File: config.mk
export PLATFORM = sky130hd
export DESIGN_NAME = rlfnv_line_buf
export DESIGN_NICKNAME = d
export VERILOG_FILES = /design/src/rtl/core/rlfnv_line_buf.sv
export SDC_FILE = /design/constraint.sdc
export NUM_CORES = 2
export LEC_CHECK = 0
export BUFFER_PORTS_ARGS = -buffer_cell sky130_fd_sc_hd__buf_2
export CORE_MARGIN = 2
export CORE_UTILIZATION = 65
export DETAILED_ROUTE_END_ITERATION = 16
export GPL_ROUTABILITY_DRIVEN = 0
export HOLD_SLACK_MARGIN = 0.05
export PLACE_DENSITY = 0.79
export REMOVE_ABC_BUFFERS = 1
export SLEW_MARGIN = 20
export SYNTH_ARGS = -nofsm -noshare
export SYNTH_HDL_FRONTEND = slang
export SYNTH_SLANG_ARGS = --single-unit
File: constraint.sdc
create_clock -name clk -period 5.2 [get_ports clk]
set_clock_uncertainty 0.1 [all_clocks]
set_input_delay 0 -clock clk [delete_from_list [all_inputs] [get_ports clk]]
set_output_delay 0 -clock clk [all_outputs]
set_load 0.05 [all_outputs]
File: src/rtl/core/rlfnv_line_buf.sv
// rlfnv_line_buf: character store for reversed lines, one write port and one
// read port with registered read data. No package dependency.
`default_nettype none

module rlfnv_line_buf #(
  parameter int MAX_LINE = 512
) (
  input  wire                          clk,
  input  wire                          wr_en,
  input  wire [$clog2(MAX_LINE)-1:0]   wr_addr,
  input  wire [7:0]                    wr_data,
  input  wire                          rd_en,
  input  wire [$clog2(MAX_LINE)-1:0]   rd_addr,
  output logic [7:0]                   rd_data
);

  logic [7:0] mem [MAX_LINE];

  always_ff @(posedge clk) begin
    if (wr_en) begin
      mem[wr_addr] <= wr_data;
    end
  end

  always_ff @(posedge clk) begin
    if (rd_en) begin
      rd_data <= mem[rd_addr];
    end
  end

endmodule

`default_nettype wire

# Yosys cells after proc, flatten, opt, wreduce, memory -nomap -nowiden
# Memory sizes are Yosys's and may differ from the RTL's. A register that Yosys moved wholly into a read port is not among the register bits.
# Cells that the tools add are included.
dict set report op_classes {
  muxes 2
}
# op count
set op_table {}
lappend op_table {{1-bit two-way mux} 2}
dict set report totals {
  elab_cells 3
  input_bits 29
  n_memories 1
  mem_bits_rw 4096
  reg_bits 0
  out_inout_bits 8
}
# memory depth width rd rd_ports_with_merged_regs write_ports line_no
set memory_table {}
lappend memory_table {mem 512 8 1 1 1 17} ;# logic [7:0] mem [MAX_LINE];

# Longest topological paths before layout
dict set report logic_depth {
  word_depth 2
  ltp_mapped 12
}

# Worst setup path after synthesis
# Ideal clock, no wire load.
dict set report synth_path {
  path_type {in2reg}
  startpoint {in rd_addr[0]}
  endpoint {reg rd_data[0] (read register of mem), data pin}
  path_slack_ps 2989
  path_stages 10
  setup_ps 257
  required_ps 4843
  arrival_ps 1854
  n_path_buf 4
  path_cell_list {buf_4 buf_12 buf_12 buf_2 mux4_2 o21ai_0 nand3_1 nand4_1 o21ai_0 o2111a_1}
}
# item line_no
set synth_rtl {}
lappend synth_rtl {{from (decl)} 13} ;# input wire [$clog2(MAX_LINE)-1:0] rd_addr,
lappend synth_rtl {{to (decl)} 14} ;# output logic [7:0] rd_data

==> impl_metrics.toml <==
[place]
numPortBuffers = 36
hpwl_um = 235000
post-place-ws_ns = 1.02

[synth]
async_flop_share_pct = 0
synth_area_leaders = "edfxtp_1 (77%), mux4_2 (9.2%), mux2i_1 (5.0%)"
ys_ff_latch = 4104
synth_edf_count = 4104
ys_warn_count = 0
synth_flop_cell = "edfxtp_1"
ys_seq_area_share_pct = 77.0
synth.top_cell.area_share_pct = 77.0
synthCells = 8030
synth.avg_cell_area_sq_um = 19.9
synth_area_sq_um = 160000
synth_top_area_cell = "edfxtp_1"
ys_types = 50

[setup_path]
path_max_fanout = 33
crit_type = "input pin to register"
slowest_stage = "buf_4"
startpoint_type = "input pin"
path_cells = "dlygate4sd3_1, buf_2, buf_4, and3_2, buf_4, nand2_1, buf_4, a21oi_1, nor4_1, nand4_1, o21ai_0, o2111a_1"
required_ns = 5.87
cp_common_cell = "buf_4"
cp.arrival_ns = 4.37
cpPeakStageDelay_ns = 0.56
crit_path_end_kind = "register"

[sta]
timing.fmax_mhz = 270
finalCritPeriodShare_pct = 71.3
worst_slack_ns = 1.49
hold_viol_final = 0
slew_viol_final = 0
max_slew_margin_pct = 14.1
rsz0062_at_grt = "false"
max_slew.worst_pin.slew_ns = 1.29
setup_viol_count_final = 0
period_minus_slack_ns = 3.71

[drt]
dr.pass1.iters = 9
drtAntennaViolNets = 0
vias = 85456
drc = 0
wl_per_cell_um = 36.0
routed_via_density = 7.30
first_iter_violations = 13625
wl_um = 421000

[clocking]
holdBufCountCts = 25
cts-resized-gates = 0
insertion_delay_ns = 1.05
cts_max_level = 5
root_buffer = "clkbuf_16"
clk_pin_slew_ns = 0.06
cts_tree = "done"
clk_path_buf_depth = 4
cts_buffers = 402
clock_sinks = 4104
post-cts-setup-buffers = 0

[finish]
final_common_cell = "edfxtp_1"
final_cell_mix = "edfxtp_1 (4104), mux2i_1 (797), mux4_2 (654)"
nets = 8195
layout-drive-gt1-share_pct = 17.5
area_growth_syn_to_layout_pct = 10.5
finish.utilization_pct = 72.1

[pwr]
clockPowerShare_pct = 42.1
p_int_mw = 54.3
powerDensity_nw_per_um2 = 389
pwr-share-comb_pct = 4.8
finalPower_mw = 68.8
irDropWorstVdd_v = 0.000463
leakage_nw = 56.0
seq_power_share_pct = 53.0
p_sw_share_pct = 21.1
p_sw_mw = 14.5

[grt]
grt_pass1_wl_um = 601000
grt_pass1_vias = 84471
grt_overflow = 0
track_usage_pct = 33.6
grt_max_degree = 197
antenna_found_initial = 16

[die]
start_util_pct = 65.2
ios = 37
die-area_sq_um = 250000
core_sq_um = 245000
die_h_um = 500
die_w_um = 500
rows = 182

[outcome]
status = "finished, final reports clean"

[min_path]
hold_class = "input pin to register"

[run]
max_cap_violations = 0
## final cells by class
type	count	area, sq um
Antenna cell	8	20.0
Clock buffer	471	10400
Clock inverter	238	2510
Fill cell	13149	68400
Inverter	3	18.8
Multi-Input combinational cell	3410	34000
Sequential cell	4104	123000
Tap cell	3220	4030
Timing Repair Buffer	245	2640
## stage by stage
| step | setup TNS, ns | cells | hold WS (ns) | area [sq um] |
|---|---|---|---|---|
| after floorplan | -28.94 | 7517 | -0.00113 | 157000 |
| after global placement | 0 | 10956 | 0.338 | 164000 |
| after detailed placement | 0 | 10956 | 0.345 | 164000 |
| after CTS | 0 | 11690 | 0.0692 | 177000 |
| after global routing | 0 | 11695 | 0.100 | 177000 |
| final | 0 | 11699 | 0.0787 | 177000 |
## kinds of logic (layout without fill, tap and decap cells)
group,count (synthesis),count (layout),share of synthesized area [%]
flops,4104,4104,77.0
mux,1451,1451,14.2
simple gates,980,980,2.63
compound gates,979,979,4.31
buf+inv,516,957,1.85
other cells,0,8,0
## cell usage after synthesis (41+ instances only)
cell / n
edfxtp_1: 4104
mux2i_1: 797
mux4_2: 654
nor2_1: 597
o221ai_1: 371
clkbuf_1: 265
a21oi_1: 194
o22ai_1: 163
o21ai_0: 118
nand2_1: 111
nor3_1: 109
buf_4: 70
buf_6: 64
a22oi_1: 61
buf_2: 57
buf_1: 41
## layer usage
layer | share of wire, % | wire length [um] | vias up | GRT usage, %
met1 | 34 | 142000 | 43410 | 45.0
met5 | 0.013 | 56 | - | 0
li1 | - | - | 33674 | -
met3 | 13 | 53600 | 1345 | 7.97
met4 | 6.0 | 25200 | 10 | 17.0
met2 | 48 | 200000 | 7017 | 52.4
## registers in the layout (all words and copies together), names as in the netlist
signal	flops
mem	4096
rd_data	8
## path summary, 6_finish.rpt
check                                  from           to  slack [ns]  cells past startpoint
worst max-delay path             rd_addr[3]   rd_data[2]        1.49                     12
worst min-delay path             wr_data[7]  mem[262][7]        0.08                      2
worst max register to register  mem[264][7]   rd_data[7]        1.56                      8
worst min register to register  mem[318][3]   rd_data[3]        1.19                      5
## critical path: cells and delay by family
| family | cells | cell delay (ns) |
|---|---|---|
| buffers and inverters | 5 | 2.36 |
| and+or+nand+nor | 4 | 0.80 |
| AOI/OAI and AO/OA | 3 | 1.12 |
## power groups by stage
stage / combinational, mW / clock (mW) / sequential (mW)
floorplan: 1.27 / 0 / 37.2
global placement: 3.09 / 0 / 37.2
detailed placement: 3.17 / 0 / 37.2
CTS: 3.25 / 29.0 / 36.5
global route: 3.42 / 30.2 / 36.5
finish: 3.33 / 29.0 / 36.5
No activity file was read; power rests on OpenSTA's default activity.
