File: config.mk
export PLATFORM = sky130hd
export DESIGN_NAME = rlfnv_stats
export DESIGN_NICKNAME = d
export VERILOG_FILES = /design/src/rtl/core/rlfnv_pkg.sv /design/src/rtl/core/rlfnv_stats.sv
export SDC_FILE = /design/constraint.sdc
export NUM_CORES = 1
export LEC_CHECK = 0
export BUFFER_PORTS_ARGS = -buffer_cell sky130_fd_sc_hd__buf_2
export CORE_ASPECT_RATIO = 0.8
export CORE_UTILIZATION = 59
export DETAILED_ROUTE_END_ITERATION = 7
export PLACE_DENSITY = 0.76
export SLEW_MARGIN = 20
export SYNTH_ARGS = -nofsm -noshare
export SYNTH_HDL_FRONTEND = slang
export SYNTH_SLANG_ARGS = --single-unit
File: constraint.sdc
create_clock -name clk -period 8.7 [get_ports clk]
set_input_delay 0.87 -clock clk [delete_from_list [all_inputs] [get_ports clk]]
set_output_delay 0.87 -clock clk [all_outputs]
set_load 0.005 [all_outputs]
File: src/rtl/core/rlfnv_pkg.sv
// rlfnv_pkg: shared constants, types and helper functions of the read-line
// FNV-1a 64 checksum core. No dependencies; imported by rlfnv_stats and read_line_fnv_checksum_core.
`default_nettype none

package rlfnv_pkg;

  localparam int HASH_W       = 64;
  localparam int ROW_W        = 32;
  localparam int BASE_W       = 48;
  localparam int LEN_W        = 17;
  localparam int QOFF_W       = 6;
  localparam int DEF_MAX_LINE = 512;

  localparam logic [HASH_W-1:0] FNV_BASIS    = 64'hcbf29ce484222325;
  // prime is 2^40 + 0x1b3
  localparam int                FNV_SHIFT    = 40;
  localparam logic [8:0]        FNV_PRIME_LO = 9'h1b3;

  localparam logic [LEN_W-1:0]  LEN_MAX   = '1;
  localparam logic [ROW_W-1:0]  ROWS_MAX  = '1;
  localparam logic [BASE_W-1:0] BASES_MAX = '1;

  localparam logic [7:0] CH_HASH = 8'h23;  // '#'
  localparam logic [7:0] CH_BANG = 8'h21;  // '!'
  localparam logic [7:0] CH_UA   = 8'h41;
  localparam logic [7:0] CH_UT   = 8'h54;
  localparam logic [7:0] CH_UC   = 8'h43;
  localparam logic [7:0] CH_UG   = 8'h47;
  localparam logic [7:0] CH_LA   = 8'h61;
  localparam logic [7:0] CH_LT   = 8'h74;
  localparam logic [7:0] CH_LC   = 8'h63;
  localparam logic [7:0] CH_LG   = 8'h67;

  typedef struct packed {
    logic              start;
    logic              mate;
    logic              qual;
    logic [HASH_W-1:0] hash;
    logic [LEN_W-1:0]  len;
  } stats_req_t;

  typedef struct packed {
    logic              done;
    logic [HASH_W-1:0] checksum;
    logic [ROW_W-1:0]  rows;
    logic [BASE_W-1:0] bases;
  } stats_res_t;

  // one FNV-1a step: xor, then multiply by 2^40 + 0x1b3 (mod 2^64)
  function automatic logic [HASH_W-1:0] fnv_byte(input logic [HASH_W-1:0] h,
                                                 input logic [7:0] c);
    logic [HASH_W-1:0] x;
    x = h ^ {{(HASH_W-8){1'b0}}, c};
    return (x << FNV_SHIFT) + (x * {{(HASH_W-9){1'b0}}, FNV_PRIME_LO});
  endfunction

  function automatic logic [7:0] complement(input logic [7:0] c);
    logic [7:0] r;
    unique case (c)
      CH_UA:   r = CH_UT;
      CH_UT:   r = CH_UA;
      CH_UC:   r = CH_UG;
      CH_UG:   r = CH_UC;
      CH_LA:   r = CH_LT;
      CH_LT:   r = CH_LA;
      CH_LC:   r = CH_LG;
      CH_LG:   r = CH_LC;
      default: r = c;
    endcase
    return r;
  endfunction

  // '#' -> '!', then add the signed offset, wrapping at 8 bits
  function automatic logic [7:0] norm_quality(input logic [7:0] c,
                                              input logic [QOFF_W-1:0] off);
    logic [7:0] b;
    b = (c == CH_HASH) ? CH_BANG : c;
    return b + {{(8-QOFF_W){off[QOFF_W-1]}}, off};
  endfunction

endpackage

`default_nettype wire

File: src/rtl/core/rlfnv_stats.sv
// rlfnv_stats: XOR accumulators and per-mate row/base counters held in small
// memories, updated by a read-modify-write (registered read stage, then write back). Uses rlfnv_pkg.
`default_nettype none

module rlfnv_stats (
  input  wire                     clk,
  input  wire                     rst,
  input  wire rlfnv_pkg::stats_req_t req,
  output rlfnv_pkg::stats_res_t   res
);

  import rlfnv_pkg::*;

  logic [HASH_W-1:0] acc_mem   [4];
  logic [ROW_W-1:0]  rows_mem  [2];
  logic [BASE_W-1:0] bases_mem [2];
  logic [3:0]        acc_vld;
  logic [1:0]        cnt_vld;

  logic              pend;
  logic              p_mate;
  logic              p_qual;
  logic [HASH_W-1:0] p_hash;
  logic [LEN_W-1:0]  p_len;
  logic [HASH_W-1:0] acc_rd;
  logic [ROW_W-1:0]  rows_rd;
  logic [BASE_W-1:0] bases_rd;

  logic [1:0]        rd_idx;
  logic [1:0]        p_idx;
  logic [HASH_W-1:0] acc_new;
  logic [ROW_W-1:0]  rows_new;
  logic [BASE_W:0]   bsum;
  logic [BASE_W-1:0] bases_new;

  assign rd_idx = {req.mate, req.qual};
  assign p_idx  = {p_mate, p_qual};

  // control and valid bits; never-written entries read as zero
  always_ff @(posedge clk) begin
    if (rst) begin
      pend    <= 1'b0;
      acc_vld <= '0;
      cnt_vld <= '0;
    end else begin
      pend <= req.start;
      if (pend) begin
        acc_vld[p_idx] <= 1'b1;
        if (!p_qual) begin
          cnt_vld[p_mate] <= 1'b1;
        end
      end
    end
  end

  // read stage
  always_ff @(posedge clk) begin
    if (req.start) begin
      p_mate   <= req.mate;
      p_qual   <= req.qual;
      p_hash   <= req.hash;
      p_len    <= req.len;
      acc_rd   <= acc_vld[rd_idx] ? acc_mem[rd_idx] : '0;
      rows_rd  <= cnt_vld[req.mate] ? rows_mem[req.mate] : '0;
      bases_rd <= cnt_vld[req.mate] ? bases_mem[req.mate] : '0;
    end
  end

  // modify
  always_comb begin
    acc_new  = acc_rd ^ p_hash;
    rows_new = rows_rd;
    bsum     = {1'b0, bases_rd} + {{(BASE_W+1-LEN_W){1'b0}}, p_len};
    bases_new = bases_rd;
    if (!p_qual) begin
      if (rows_rd != ROWS_MAX) begin
        rows_new = rows_rd + ROW_W'(1);
      end
      bases_new = bsum[BASE_W] ? BASES_MAX : bsum[BASE_W-1:0];
    end
  end

  // write back
  always_ff @(posedge clk) begin
    if (pend) begin
      acc_mem[p_idx] <= acc_new;
      if (!p_qual) begin
        rows_mem[p_mate]  <= rows_new;
        bases_mem[p_mate] <= bases_new;
      end
    end
  end

  assign res.done     = pend;
  assign res.checksum = acc_new;
  assign res.rows     = rows_new;
  assign res.bases    = bases_new;

endmodule

`default_nettype wire

Yosys cells after proc, flatten, opt, wreduce, memory -nomap -nowiden
Memory sizes are Yosys's and may differ from the RTL's. A register that Yosys moved wholly into a read port is not among the register bits. Index checks and enable logic that the tools add are counted.

Bits in registers: 90. RAM bits: 416. Bits of input ports: 86. Output and inout bits: 145. Logic and storage cells: 46. Memories: 3.

Memories: acc_mem (words 4, bits a word 64, read ports 1, clocked after memory_dff 1, write ports 1, RTL line rlfnv_stats.sv:14) `logic [HASH_W-1:0] acc_mem [4];`; bases_mem (words 2, bits a word 48, read ports 1, clocked after memory_dff 1, write ports 1, RTL line rlfnv_stats.sv:16) `logic [BASE_W-1:0] bases_mem [2];`; rows_mem (words 2, bits a word 32, read ports 1, clocked after memory_dff 1, write ports 1, RTL line rlfnv_stats.sv:15) `logic [ROW_W-1:0] rows_mem [2];`.

Add/sub/neg operators: 2. Order comparisons: 6. Equality and inequality tests: 1. Muxes and demuxes: 17. Bitwise gates (word level): 4. Reduce and logical (&&, ||, !) cells: 6.

Operators by type and width (count): $mux W48 (2); $mux W32 (2); $xor A64 B64 Y64 (1); $add A48 B17 Y49 (1); $add A32 B1 Y32 const B (1); $ne A32 B32 Y1 const B (1); $mux W1 (10); $lt A2 B3 Y1 const B (2); $lt A1 B2 Y1 const B (2); $or A4 B4 Y4 (1); $logic_not A1 Y1 (3); $bmux W1 S2 (1); $demux W1 S2 (1); $ge A2 B1 Y1 const B (1); $logic_and A1 B1 Y1 (2); $or A2 B2 Y2 (1); $reduce_and A2 Y1 (1); $demux W1 S1 (1); $ge A1 B1 Y1 const B (1); $not A1 Y1 (1).

Depth between registers and ports, before layout
Gate-level depths: netlist (run 1).

Word-level depth: 5. Depth in mapped cells: 10. Depth with buffers taken out: 9.

Worst setup path after synthesis (run 1)
Ideal clock, no wire load.

Path type: reg-to-reg. From: register p_qual. To: memory bases_mem[0][0] (enable). Data arrival time: 6.802 ns. Data required time: 8.067 ns. Setup slack: 1.264 ns. Stages on the path, launching flop included: 5. Clock period less this slack: 7.436 ns. Path through: edfxtp_1 -> clkbuf_1 -> clkbuf_1 -> clkbuf_1 -> nor3b_1.

Longest elaborated chain between the ends: 3.

RTL lines: start: declaration (RTL line rlfnv_stats.sv:22) `logic p_qual;`; start signal: assignment (RTL line rlfnv_stats.sv:60) `p_qual <= req.qual;`; $mux W1 (RTL line rlfnv_stats.sv:87) `if (!p_qual) begin`; $mux W1 (RTL line rlfnv_stats.sv:85) `if (pend) begin`; $mux W1 (implied by the code) (RTL line rlfnv_stats.sv:89) `bases_mem[p_mate] <= bases_new;`; end: declaration (RTL line rlfnv_stats.sv:16).

No other way between the ends.

==> summary.txt, run 1 <==
Seq cells post-synth - 650
Io pins - 231
Synth Cell Area - 25900 um2
Critical Path Max Stage Delay - 0.65 ns
DR vias/cell - 5.77
Critical Path Sink Type - output port
Max Cap Violations - 0
Drc violations - 0
Largest net degree at the start of global routing - 96
Initial Util - 59.9%
Max Clock Skew - 0.0186 ns
Post-synth top cells - edfxtp_1, nor2_1, xor2_1
Worst path slowest cell - or2_1
Max-slew violations - 0
Data required, critical path - 7.83 ns
Fin nets - 1831
Core area - 43200 um2
Power per cell area - 230 nW/um2
Synth Net Count - 1576
Period utilisation layout - 58.0%
GRT Overall Usage - 23.0%
DRT iter0 DRCs - 942
Netlist cell types - 62
Synth Flop Type - edfxtp_1
Hold/Removal Path Class - in -> reg
CTS H-Tree Depth - 2
DP Wirelength - 29300 um
Chip width - 236 um
Post-CTS Setup Bufs - 0
Deepest clock path buffer count - 3
Post-synth top area share - 74.6%
Worst path cell trace - ha_1 > fa_1 > a211o_1 > a21o_1 > o21ai_1 > a21bo_2 > and2_1 > or2_1 > o211ai_1 > buf_2
Die ar. - 44700 um2
Via count - 13.5k
Yosys top cell by area - edfxtp_1
Register area share after synthesis - 75.2%
CP Class - reg -> out
Initial antenna violation count - 6
EDFF count, synth - 643
Final ANT Viol Nets - 0
Clock Sinks - 650
Die Span Y - 189 um
Count leader, synth - edfxtp_1
Area of the multi-input gates - 6190 um2
Reg2reg setup slack - 5.02 ns
Hold Buf Count CTS - 0
Synth top area cells - edfxtp_1, mux4_2, mux2i_1
Routability cong. - 0.879
Reg-to-Reg Start - bases_rd[0]
Syn Inst Count - 1471
Root buffer cell - clkbuf_16
Vias in the first global route - 13.7k
Final min period - 5.04 ns
Post-Syn Area per Cell - 17.6 um2
FF/Latch Area - 19400 um2
Critical Path Sink - res[14]
Status - complete, no violations
Clock Latency Late Sink - 0.63 ns
Global-route wire length before repair - 78300 um
Crit path from - bases_rd[0]
Critical path buffer and inverter count - 1
Drt pass-1 iters - 7
Layout cells sized above 1 - 23.5%
Max FO, Critical Path - 21
Synth warnings - 0
Port Buffers - 230
CP delay by family, top - compound AO/OA/AOI/OAI gates
Worst r2r dst - bases_mem[0][14]
Arr. time, crit path - 4.17 ns
TritonCTS clock tree - built
Crit path depth - 10
Reg2reg path depth - 9
Post-synthesis to final-layout area growth - 14.6%
Clk slew on worst S/H paths - 0.06 ns
Num CTS Buffers - 59
Ys async rst share - 0%
Total grt overflow - 0
Tot Pwr - 6.81 mW
Sum of negative setup slack - 0 ns
Routed WL per cell - 21.5 um
Rel. slew slack - 27.6%
Peak VDD IR - 0.211 mV
WHS Path Cells - 1
# fillers - 2889
Leak pwr - 10.7 nW
CP Launch Type - register
Final wirelength - 50300 um
FMAX - 0.198 GHz
RSZ-0062 raised after global routing - no
Actual slew at the worst max-slew pin - 1.09 ns
Hold Violations, Final - 0
Num rows - 68
Setup violators final - 0
# resized after CTS - 0
-- metrics by stage --
step	hold slack [ns]	setup WS, ns	std cells	area (um2)	util (%)
2_1_floorplan	0.435	1.26	1471	25900	-
3_3_place_gp	0.451	4.49	2225	27700	64.0
3_5_place_dp	0.458	4.33	2225	27700	64.0
4_1_cts	0.384	3.68	2335	29600	68.6
5_1_grt	0.385	3.44	2339	29700	68.6
6_report	0.415	3.66	2340	29700	68.6
-- cell usage in the layout, fill, tap and decap left out, drive strengths merged, types with 6 or more instances in the layout --
| cell | Yosys | final |
|---|---|---|
| dfxtp | 7 | 7 |
| and3 | 19 | 19 |
| ha | 18 | 18 |
| o211ai | 6 | 6 |
| a21o | 11 | 11 |
| clkbuf | 29 | 75 |
| inv | 16 | 17 |
| and4 | 8 | 8 |
| mux4 | 64 | 64 |
| mux2 | 7 | 7 |
| and2 | 8 | 8 |
| xor2 | 92 | 92 |
| edfxtp | 643 | 643 |
| a21oi | 33 | 33 |
| buf | 22 | 245 |
| mux2i | 84 | 84 |
| nand4 | 11 | 11 |
| nor2 | 120 | 120 |
| clkinv | 0 | 24 |
| xnor2 | 28 | 28 |
| nand2 | 63 | 63 |
| nor2b | 70 | 70 |
| o21ai | 14 | 14 |
| bufinv | 0 | 9 |
| nor3 | 18 | 18 |
| nand3 | 30 | 30 |
-- cells by family (layout without fill, tap and decap cells) --
group,after synthesis,in the layout,synth area share (%)
other cells,0,5,0
compound gates,94,94,2.48
simple gates,366,366,7.09
flops,650,650,75.2
mux,155,155,9.13
fa+ha+maj,19,19,0.948
xor+xnor,120,120,4.06
buf+inv,67,371,1.13
-- state kept, by name, indices dropped and copies added, names as in the netlist --
register,cells
rows_mem,64
rows_rd,32
bases_rd,48
p_qual,1
cnt_vld,2
bases_mem,96
p_len,17
acc_mem,256
pend,1
p_hash,64
acc_rd,64
acc_vld,4
p_mate,1
-- worst register-to-register path: cells and delay by family, from the launching register on --
| family | cells | cell delay [ns] |
|---|---|---|
| and+or+nand+nor | 2 | 0.89 |
| DFF | 1 | 0.40 |
| AOI/OAI and AO/OA | 5 | 1.37 |
| adders and majority gates | 2 | 0.67 |
-- final cells by class --
cell class,count,share of cell area [%]
diodes,5,0.0422
inverters,16,0.203
multi-input cells,754,20.9
flip-flops and latches,650,65.6
repair buffers,245,4.32
clock inverters,35,1.43
well taps,560,2.36
clock buffers,75,5.18
-- power breakdown --
part	switching [mW]	total (mW)	internal (mW)
sequential	0.0541	3.68	3.63
clock	1.11	2.63	1.52
combinational	0.310	0.503	0.194
total	1.47	6.81	5.34
-- how the worst min path moves through the flow --
stage | slack [ns] | from | endpoint
2_1_floorplan | 0.43 | acc_vld[2] | acc_vld[2]
3_5_place_dp | 0.46 | acc_vld[2] | acc_vld[2]
6_report | 0.42 | req[52] | p_hash[35]
3_3_place_gp | 0.45 | acc_vld[1] | acc_vld[1]
4_1_cts | 0.38 | req[62] | p_hash[45]
5_1_grt | 0.39 | req[43] | p_hash[26]
-- routing by layer --
metal  share of wire [%]  wire length (um)  vias up  GRT usage (%)
met5               0.018                 9        -              0
li1                    -                 -     6178              -
met3                 6.0              3030       78           4.72
met1                  44             22300     6848           32.6
met4                 1.8               909        2           6.46
met2                  48             24000      397           36.6
(Power assumes the default switching activity.)
==> run 2, diff against run 1 <==
--- a/config.mk
+++ b/config.mk
@@ -5,11 +5,12 @@
 export SDC_FILE = /design/constraint.sdc
 export NUM_CORES = 1
 export LEC_CHECK = 0
+export ABC_AREA = 1
 export BUFFER_PORTS_ARGS = -buffer_cell sky130_fd_sc_hd__buf_2
 export CORE_ASPECT_RATIO = 0.8
-export CORE_UTILIZATION = 59
+export CORE_UTILIZATION = 60
 export DETAILED_ROUTE_END_ITERATION = 7
-export PLACE_DENSITY = 0.76
+export PLACE_DENSITY = 0.77
 export SLEW_MARGIN = 20
 export SYNTH_ARGS = -nofsm -noshare
 export SYNTH_HDL_FRONTEND = slang
==> constraint.sdc (replaced) <==
create_clock -name clk -period 4.9 [get_ports clk]
set_input_delay 0.49 -clock clk [delete_from_list [all_inputs] [get_ports clk]]
set_output_delay 0.49 -clock clk [all_outputs]
set_load 0.005 [all_outputs]
==> summary.txt, run 2 <==
Hold Crit Start - req[69]
Most flops, register - acc_mem
Root buffer cell - clkbuf_16
Commonest cells after routing, fill and taps aside - edfxtp_1, nand2_1, inv_1
Hold Violations, Final - 0 (unchanged)
Via count - 18.8k (+39%)
Reg2reg setup slack - 1.86 ns (-3.16 ns)
Vias in the first global route - 18.4k (+34%)
Post-Syn Area per Cell - 11.4 um2 (-35%)
EDFF count, synth - 643 (unchanged)
CP Launch Type - register
Worst path slowest cell - fa_1
Net Sw Frac - 24.0% (+2.4 points)
Clock Sinks - 650 (unchanged)
Synth Flop Type - edfxtp_1
Critical Path Max Stage Delay - 0.48 ns (-0.17 ns)
Leak pwr - 13.2 nW (+23%)
Io pins - 231 (unchanged)
DR vias/cell - 5.56 (-3.6%)
Setup violators final - 0 (unchanged)
CTS H-Tree Depth - 2 (unchanged)
Layout cells sized above 1 - 14.7% (-8.8 points)
Register area share after synthesis - 69.6% (-5.6 points)
Port Buffers - 230 (unchanged)
Max FFs per register - 256 (unchanged)
Largest net degree at the start of global routing - 107 (+11%)
Initial antenna violation count - 5 (-1)
Post-synth top cells - edfxtp_1, nand2_1, inv_1
Syn Inst Count - 2460 (+67%)
Crit path from - bases_rd[0]
FMAX - 0.247 GHz
DP Wirelength - 39400 um (+34%)
Max FO, Critical Path - 31 (+48%)
Die Span Y - 195 um (+3.1%)
Num CTS Buffers - 59 (unchanged)
Arr. time, crit path - 3.55 ns (-0.62 ns)
Peak VDD IR - 0.310 mV (+47%)
Commonest non-fill, non-tap cell in the layout - edfxtp_1
Core area - 45800 um2 (+6.0%)
Synth warnings - 0 (unchanged)
Post-synthesis to final-layout area growth - 14.1%
Hold/Removal Path Class - in -> reg
Final min period - 4.04 ns
Reg-to-Reg Start - bases_rd[0]
Deepest clock path buffer count - 3 (unchanged)
Data required, critical path - 4.41 ns (-3.42 ns)
Clk pwr share - 36.6% (-2.0 points)
Rel. slew slack - 26.4% (-1.2 points)
Max Cap Violations - 0 (unchanged)
Routability cong. - 0.914 (+4.0%)
Critical Path Sink Type - output port
Total grt overflow - 0 (unchanged)
Int Pwr - 9.14 mW (+71%)
Routed WL per cell - 19.4 um (-9.5%)
Global-route wire length before repair - 102000 um (+30%)
Final core occ - 69.6% (+1.0 points)
RSZ-0062 raised after global routing - no
TritonCTS clock tree - built
CP Class - reg -> out
Reg2reg path depth - 12 (+3)
Drt pass-1 iters - 5 (-2)
Seq cells post-synth - 650 (unchanged)
Synth Cell Area - 28000 um2 (+8.1%)
DRT iter0 DRCs - 1654 (+76%)
Status - complete, no violations
Num rows - 70 (+2.9%)
Combinational Power Share - 9.0% (+1.6 points)
Initial Util - 61.0% (+1.2 points)
Worst path cell trace - ha_1 > fa_1 > nand2_1 > nand3_1 > o21ai_0 > inv_1 > nand2_1 > nand3_2 > nand2_4 > nor2_4 > nand2_4 > nand3_1 > buf_2
Seq pwr share - 54.5% (+0.5 points)
Final ANT Viol Nets - 0 (unchanged)
Clk slew on worst S/H paths - 0.07 ns (about the same)
GRT Overall Usage - 27.7% (+4.7 points)
Post-synth top area share - 69.1% (-5.6 points)
Actual slew at the worst max-slew pin - 1.10 ns (+0.0162 ns)
Clock Latency Late Sink - 0.64 ns (about the same)
Post-CTS Setup Bufs - 0 (unchanged)
WHS Path Cells - 1 (unchanged)
Max-slew violations - 0 (unchanged)
Period utilisation layout - 82.5%
Worst r2r dst - bases_mem[0][0]
Final wirelength - 65600 um (+30%)
Power per cell area - 377 nW/um2 (+64%)
Netlist cell types - 43 (-31%)
Net switching power - 2.89 mW (+96%)
Fin nets - 2814 (+54%)
Max Clock Skew - 0.0273 ns (+0.00874 ns)
Count leader, synth - edfxtp_1
Worst hold endpoint - p_hash[52]
Chip width - 243 um (+3.1%)
Drc violations - 0 (unchanged)
Largest regs - acc_mem x256, bases_mem x96
Synth top area cells - edfxtp_1, nand2_1, inv_1
Die ar. - 47500 um2 (+6.2%)
Synth Net Count - 2565 (+63%)
Yosys top cell by area - edfxtp_1
Ys async rst share - 0% (unchanged)
Sum of negative setup slack - 0 ns (unchanged)
## run 2: changes by cell type after synthesis, sizes merged, moves of 20 or more
cell and delta:
mux4 -64, clkbuf +38, inv +252, xnor2 -20, o21ai +170, nor2b -70, nor2 +127, nand2 +569
o22ai +65, nand3 +72, mux2i -84
## run 2: worst max-delay path: cells and delay by family, from the launching register on
kind                       cells  cell delay (ns)
and+or+nand+nor                8             1.27
adders and majority gates      2             0.74
DFF                            1             0.41
buffers and inverters          2             0.30
AOI/OAI and AO/OA              1             0.21
## run 2: cells by family (layout without fill, tap and decap cells)
group                    after synthesis  count (layout)  synth area share [%]
AND/OR/NAND/NOR                     1056            1056                  16.1
flip-flops                           650             650                  69.6
buffers and inverters                360             657                  5.05
AO/OA/AOI/OAI                        274             274                  5.29
XOR/XNOR                             101             101                  3.16
adder cells (fa/ha/maj)               19              19                 0.877
other                                  0               4                     0
## run 2: cell type report
type	instances	area [um2]
Antenna cell	4	10.0
Timing Repair Buffer	279	1660
Clock buffer	76	1550
Multi-Input combinational cell	1450	7170
Fill cell	3176	13900
Clock inverter	33	269
Tap cell	612	766
Sequential cell	650	19400
Inverter	269	1010
## run 2: power by group through the flow
stage                     sequential, mW  clock [mW]  combinational [mW]
after floorplan                     6.64           0               0.590
after global placement              6.66           0                1.01
after detailed placement            6.66           0                1.05
after CTS                           6.55        4.46                1.08
after global routing                6.57        4.66                1.19
final                               6.55        4.40                1.08
## run 2: worst max-delay path by stage
stage | endpoint | slack [ns] | depth (start not counted)
floorplan | bases_mem[0][0] | 0.34 | 4
global placement | acc_rd[27] | 1.52 | 7
detailed placement | acc_rd[30] | 1.41 | 7
CTS | res[31] | 0.85 | 13
finish | res[31] | 0.86 | 13
global route | res[31] | 0.67 | 13
## run 2: what timing repair did
| item | 4_1_cts | 5_1_grt |
|---|---|---|
| resized for setup | 0 | 0 |
| hold buffers | 31 | 0 |
| endpoints found under the hold margin | 31 | 0 |
## run 2: per-stage QoR
step | std cells | area (um2) | hold WS, ns | power (mW) | setup WS [ns]
2_1_floorplan | 2460 | 28000 | 0.421 | 7.23 | 0.337
3_3_place_gp | 3229 | 29700 | 0.443 | 7.67 | 1.52
3_5_place_dp | 3229 | 29700 | 0.455 | 7.71 | 1.41
4_1_cts | 3369 | 31900 | 0.000273 | 12.1 | 0.849
5_1_grt | 3371 | 31900 | 0.00105 | 12.4 | 0.666
6_report | 3373 | 31900 | 0.0306 | 12.0 | 0.856
## run 2: per-layer routing
layer / vias up / GRT usage, % / share of wire [%]
met3: 94 / 5.07 / 8.2
met4: 4 / 7.71 / 1.9
met2: 768 / 43.8 / 47
met1: 9062 / 39.7 / 43
met5: - / 0 / 0.032
li1: 8831 / - / -
==> run 3, diff against run 2 <==
==> constraint.sdc (replaced) <==
create_clock -name clk -period 4.07 [get_ports clk]
set_input_delay 0.407 -clock clk [delete_from_list [all_inputs] [get_ports clk]]
set_output_delay 0.407 -clock clk [all_outputs]
set_load 0.005 [all_outputs]
==> summary.txt, run 3 (synthesized netlist as in run 2, its figures left out) <==
Chip width - 243 um (unchanged)
Critical path buffer and inverter count - 3 (+1)
Initial antenna violation count - 2 (-3)
DP Wirelength - 39000 um (-1.1%)
Largest regs - acc_mem x256, bases_mem x96
Routability cong. - 0.924 (+1.1%)
DRT iter0 DRCs - 1676 (+1.3%)
Routed WL per cell - 19.0 um (-2.3%)
Drc violations - 0 (unchanged)
TritonCTS clock tree - built
Worst path slowest cell - fa_1
Max-slew violations - 0 (unchanged)
Most flops, register - acc_mem
Data required, critical path - 3.66 ns (-0.75 ns)
FMAX - 0.266 GHz
Largest net degree at the start of global routing - 129 (+21%)
Clock Sinks - 650 (unchanged)
Max FFs per register - 256 (unchanged)
Die ar. - 47500 um2 (unchanged)
Total grt overflow - 0 (unchanged)
Leak pwr - 13.5 nW (+1.6%)
Num CTS Buffers - 59 (unchanged)
Worst Setup Slack, final - 0.314 ns (-0.542 ns)
Hold/Removal Path Class - in -> reg
Crit path from - p_len[0]
CP Launch Type - register
Dpl ws - 0.792 ns (-0.616 ns)
# fillers - 3196 (+0.63%)
Critical Path Sink Type - output port
Clk slew on worst S/H paths - 0.06 ns (about the same)
Arr. time, crit path - 3.35 ns (-0.20 ns)
Actual slew at the worst max-slew pin - 1.07 ns (-0.0278 ns)
CP Class - reg -> out
Final wirelength - 64900 um (-1.0%)
Worst path cell trace - ha_1 > fa_1 > nand2_1 > nand3_1 > o21ai_0 > inv_1 > nand2_1 > nand3_2 > nand2_4 > clkinv_1 > nand3b_1 > nand3_2 > buf_2
Commonest non-fill, non-tap cell in the layout - edfxtp_1
Reg2reg setup slack - 1.22 ns (-0.64 ns)
CP delay by family, top - simple AND/OR/NAND/NOR gates
DR vias/cell - 5.56 (about the same)
Reg-to-Reg Start - p_len[0]
Port Buffers - 230 (unchanged)
CTS H-Tree Depth - 2 (unchanged)
Cell area after layout - 32500 um2 (+1.8%)
Final Non-Filler Cells - 3416 (+1.3%)
Vias in the first global route - 18.7k (+1.6%)
Core area - 45800 um2 (unchanged)
Worst r2r dst - bases_mem[0][24]
Reg2reg path depth - 12 (unchanged)
Critical Path Sink - res[24]
Placed Cells - 3231 (+0.062%)
Final core occ - 70.9% (+1.2 points)
Global-route wire length before repair - 101000 um (-0.90%)
Final ANT Viol Nets - 0 (unchanged)
Critical Path Max Stage Delay - 0.46 ns (-0.02 ns)
Setup violators final - 0 (unchanged)
Power per cell area - 446 nW/um2 (+18%)
Commonest cells after routing, fill and taps aside - edfxtp_1, nand2_1, inv_1
Max Clock Skew - 0.0178 ns (-0.00951 ns)
Status - complete, no violations
Max Cap Violations - 0 (unchanged)
Via count - 19.0k (+1.3%)
WHS - 0.0455 ns (+0.0150 ns)
DP Area - 29900 um2 (+0.34%)
Drt pass-1 iters - 6 (+1)
Num rows - 70 (unchanged)
Root buffer cell - clkbuf_16
Io pins - 231 (unchanged)
Rel. slew slack - 28.4% (+2.0 points)
Sum of negative setup slack - 0 ns (unchanged)
Clock Latency Late Sink - 0.62 ns (-0.02 ns)
Max FO, Critical Path - 9 (-71%)
Fin nets - 2864 (+1.8%)
Period utilisation layout - 92.3%
Initial Util - 61.0% (unchanged)
Layout cells sized above 1 - 14.3% (-0.34 points)
Deepest clock path buffer count - 3 (unchanged)
Crit path depth - 13 (unchanged)
Die Span Y - 195 um (unchanged)
Final min period - 3.76 ns
RSZ-0062 raised after global routing - no
GRT Overall Usage - 27.5% (-0.16 points)
Hold Violations, Final - 0 (unchanged)
Tot Pwr - 14.5 mW (+20%)
Peak VDD IR - 0.440 mV (+42%)
Post-synthesis to final-layout area growth - 16.1%
run 3: worst min path at each step:
| stage | from | to | slack [ns] | cells past startpoint |
|---|---|---|---|---|
| floorplan | acc_vld[2] | acc_vld[2] | 0.42 | 2 |
| global placement | acc_vld[2] | acc_vld[2] | 0.44 | 2 |
| detailed placement | acc_vld[2] | acc_vld[2] | 0.44 | 2 |
| CTS | rst | acc_vld[2] | 0.007 | 2 |
| global route | req[12] | p_len[12] | 0.005 | 1 |
| finish | req[12] | p_len[12] | 0.05 | 1 |
run 3: timing repair:
item	4_1_cts	5_1_grt
hold buffers	79	0
gates resized for setup	0	1
buffers inserted	0	0
setup endpoints to repair	0	2
endpoints found under the hold margin	79	0
run 3: final cells by class:
class	count	area [um2]	area share, %
Inverter	269	1010	3.12
Tap cell	612	766	2.36
Clock buffer	70	1540	4.74
Timing Repair Buffer	329	2240	6.92
Clock inverter	34	265	0.817
Sequential cell	650	19400	59.9
Multi-Input combinational cell	1450	7180	22.1
Antenna cell	2	5.00	0.0154
run 3: worst reg2reg max path, stage by stage, from the launching register on:
cell	delay, ns
edfxtp_1	0.38
ha_1	0.26
fa_1	0.46
nand2_1	0.10
nand3_1	0.06
o21ai_0	0.19
inv_1	0.09
nand2_1	0.10
nand3_2	0.15
nand2_4	0.12
clkinv_1	0.32
nand3b_1	0.23
nand3_2	0.12
run 3: report_power, final:
part	internal (mW)	leakage, nW	switching [mW]
clock	2.87	0.878	2.37
sequential	7.76	6.15	0.124
combinational	0.448	6.44	0.894
total	11.1	13.5	3.38
run 3: layer usage:
layer,vias to the layer above,GRT usage [%],wire length [um]
met5,-,0,0
met4,0,8.74,1740
met3,114,4.84,5380
met2,791,43.7,30200
met1,9175,39.0,27600
li1,8921,-,-
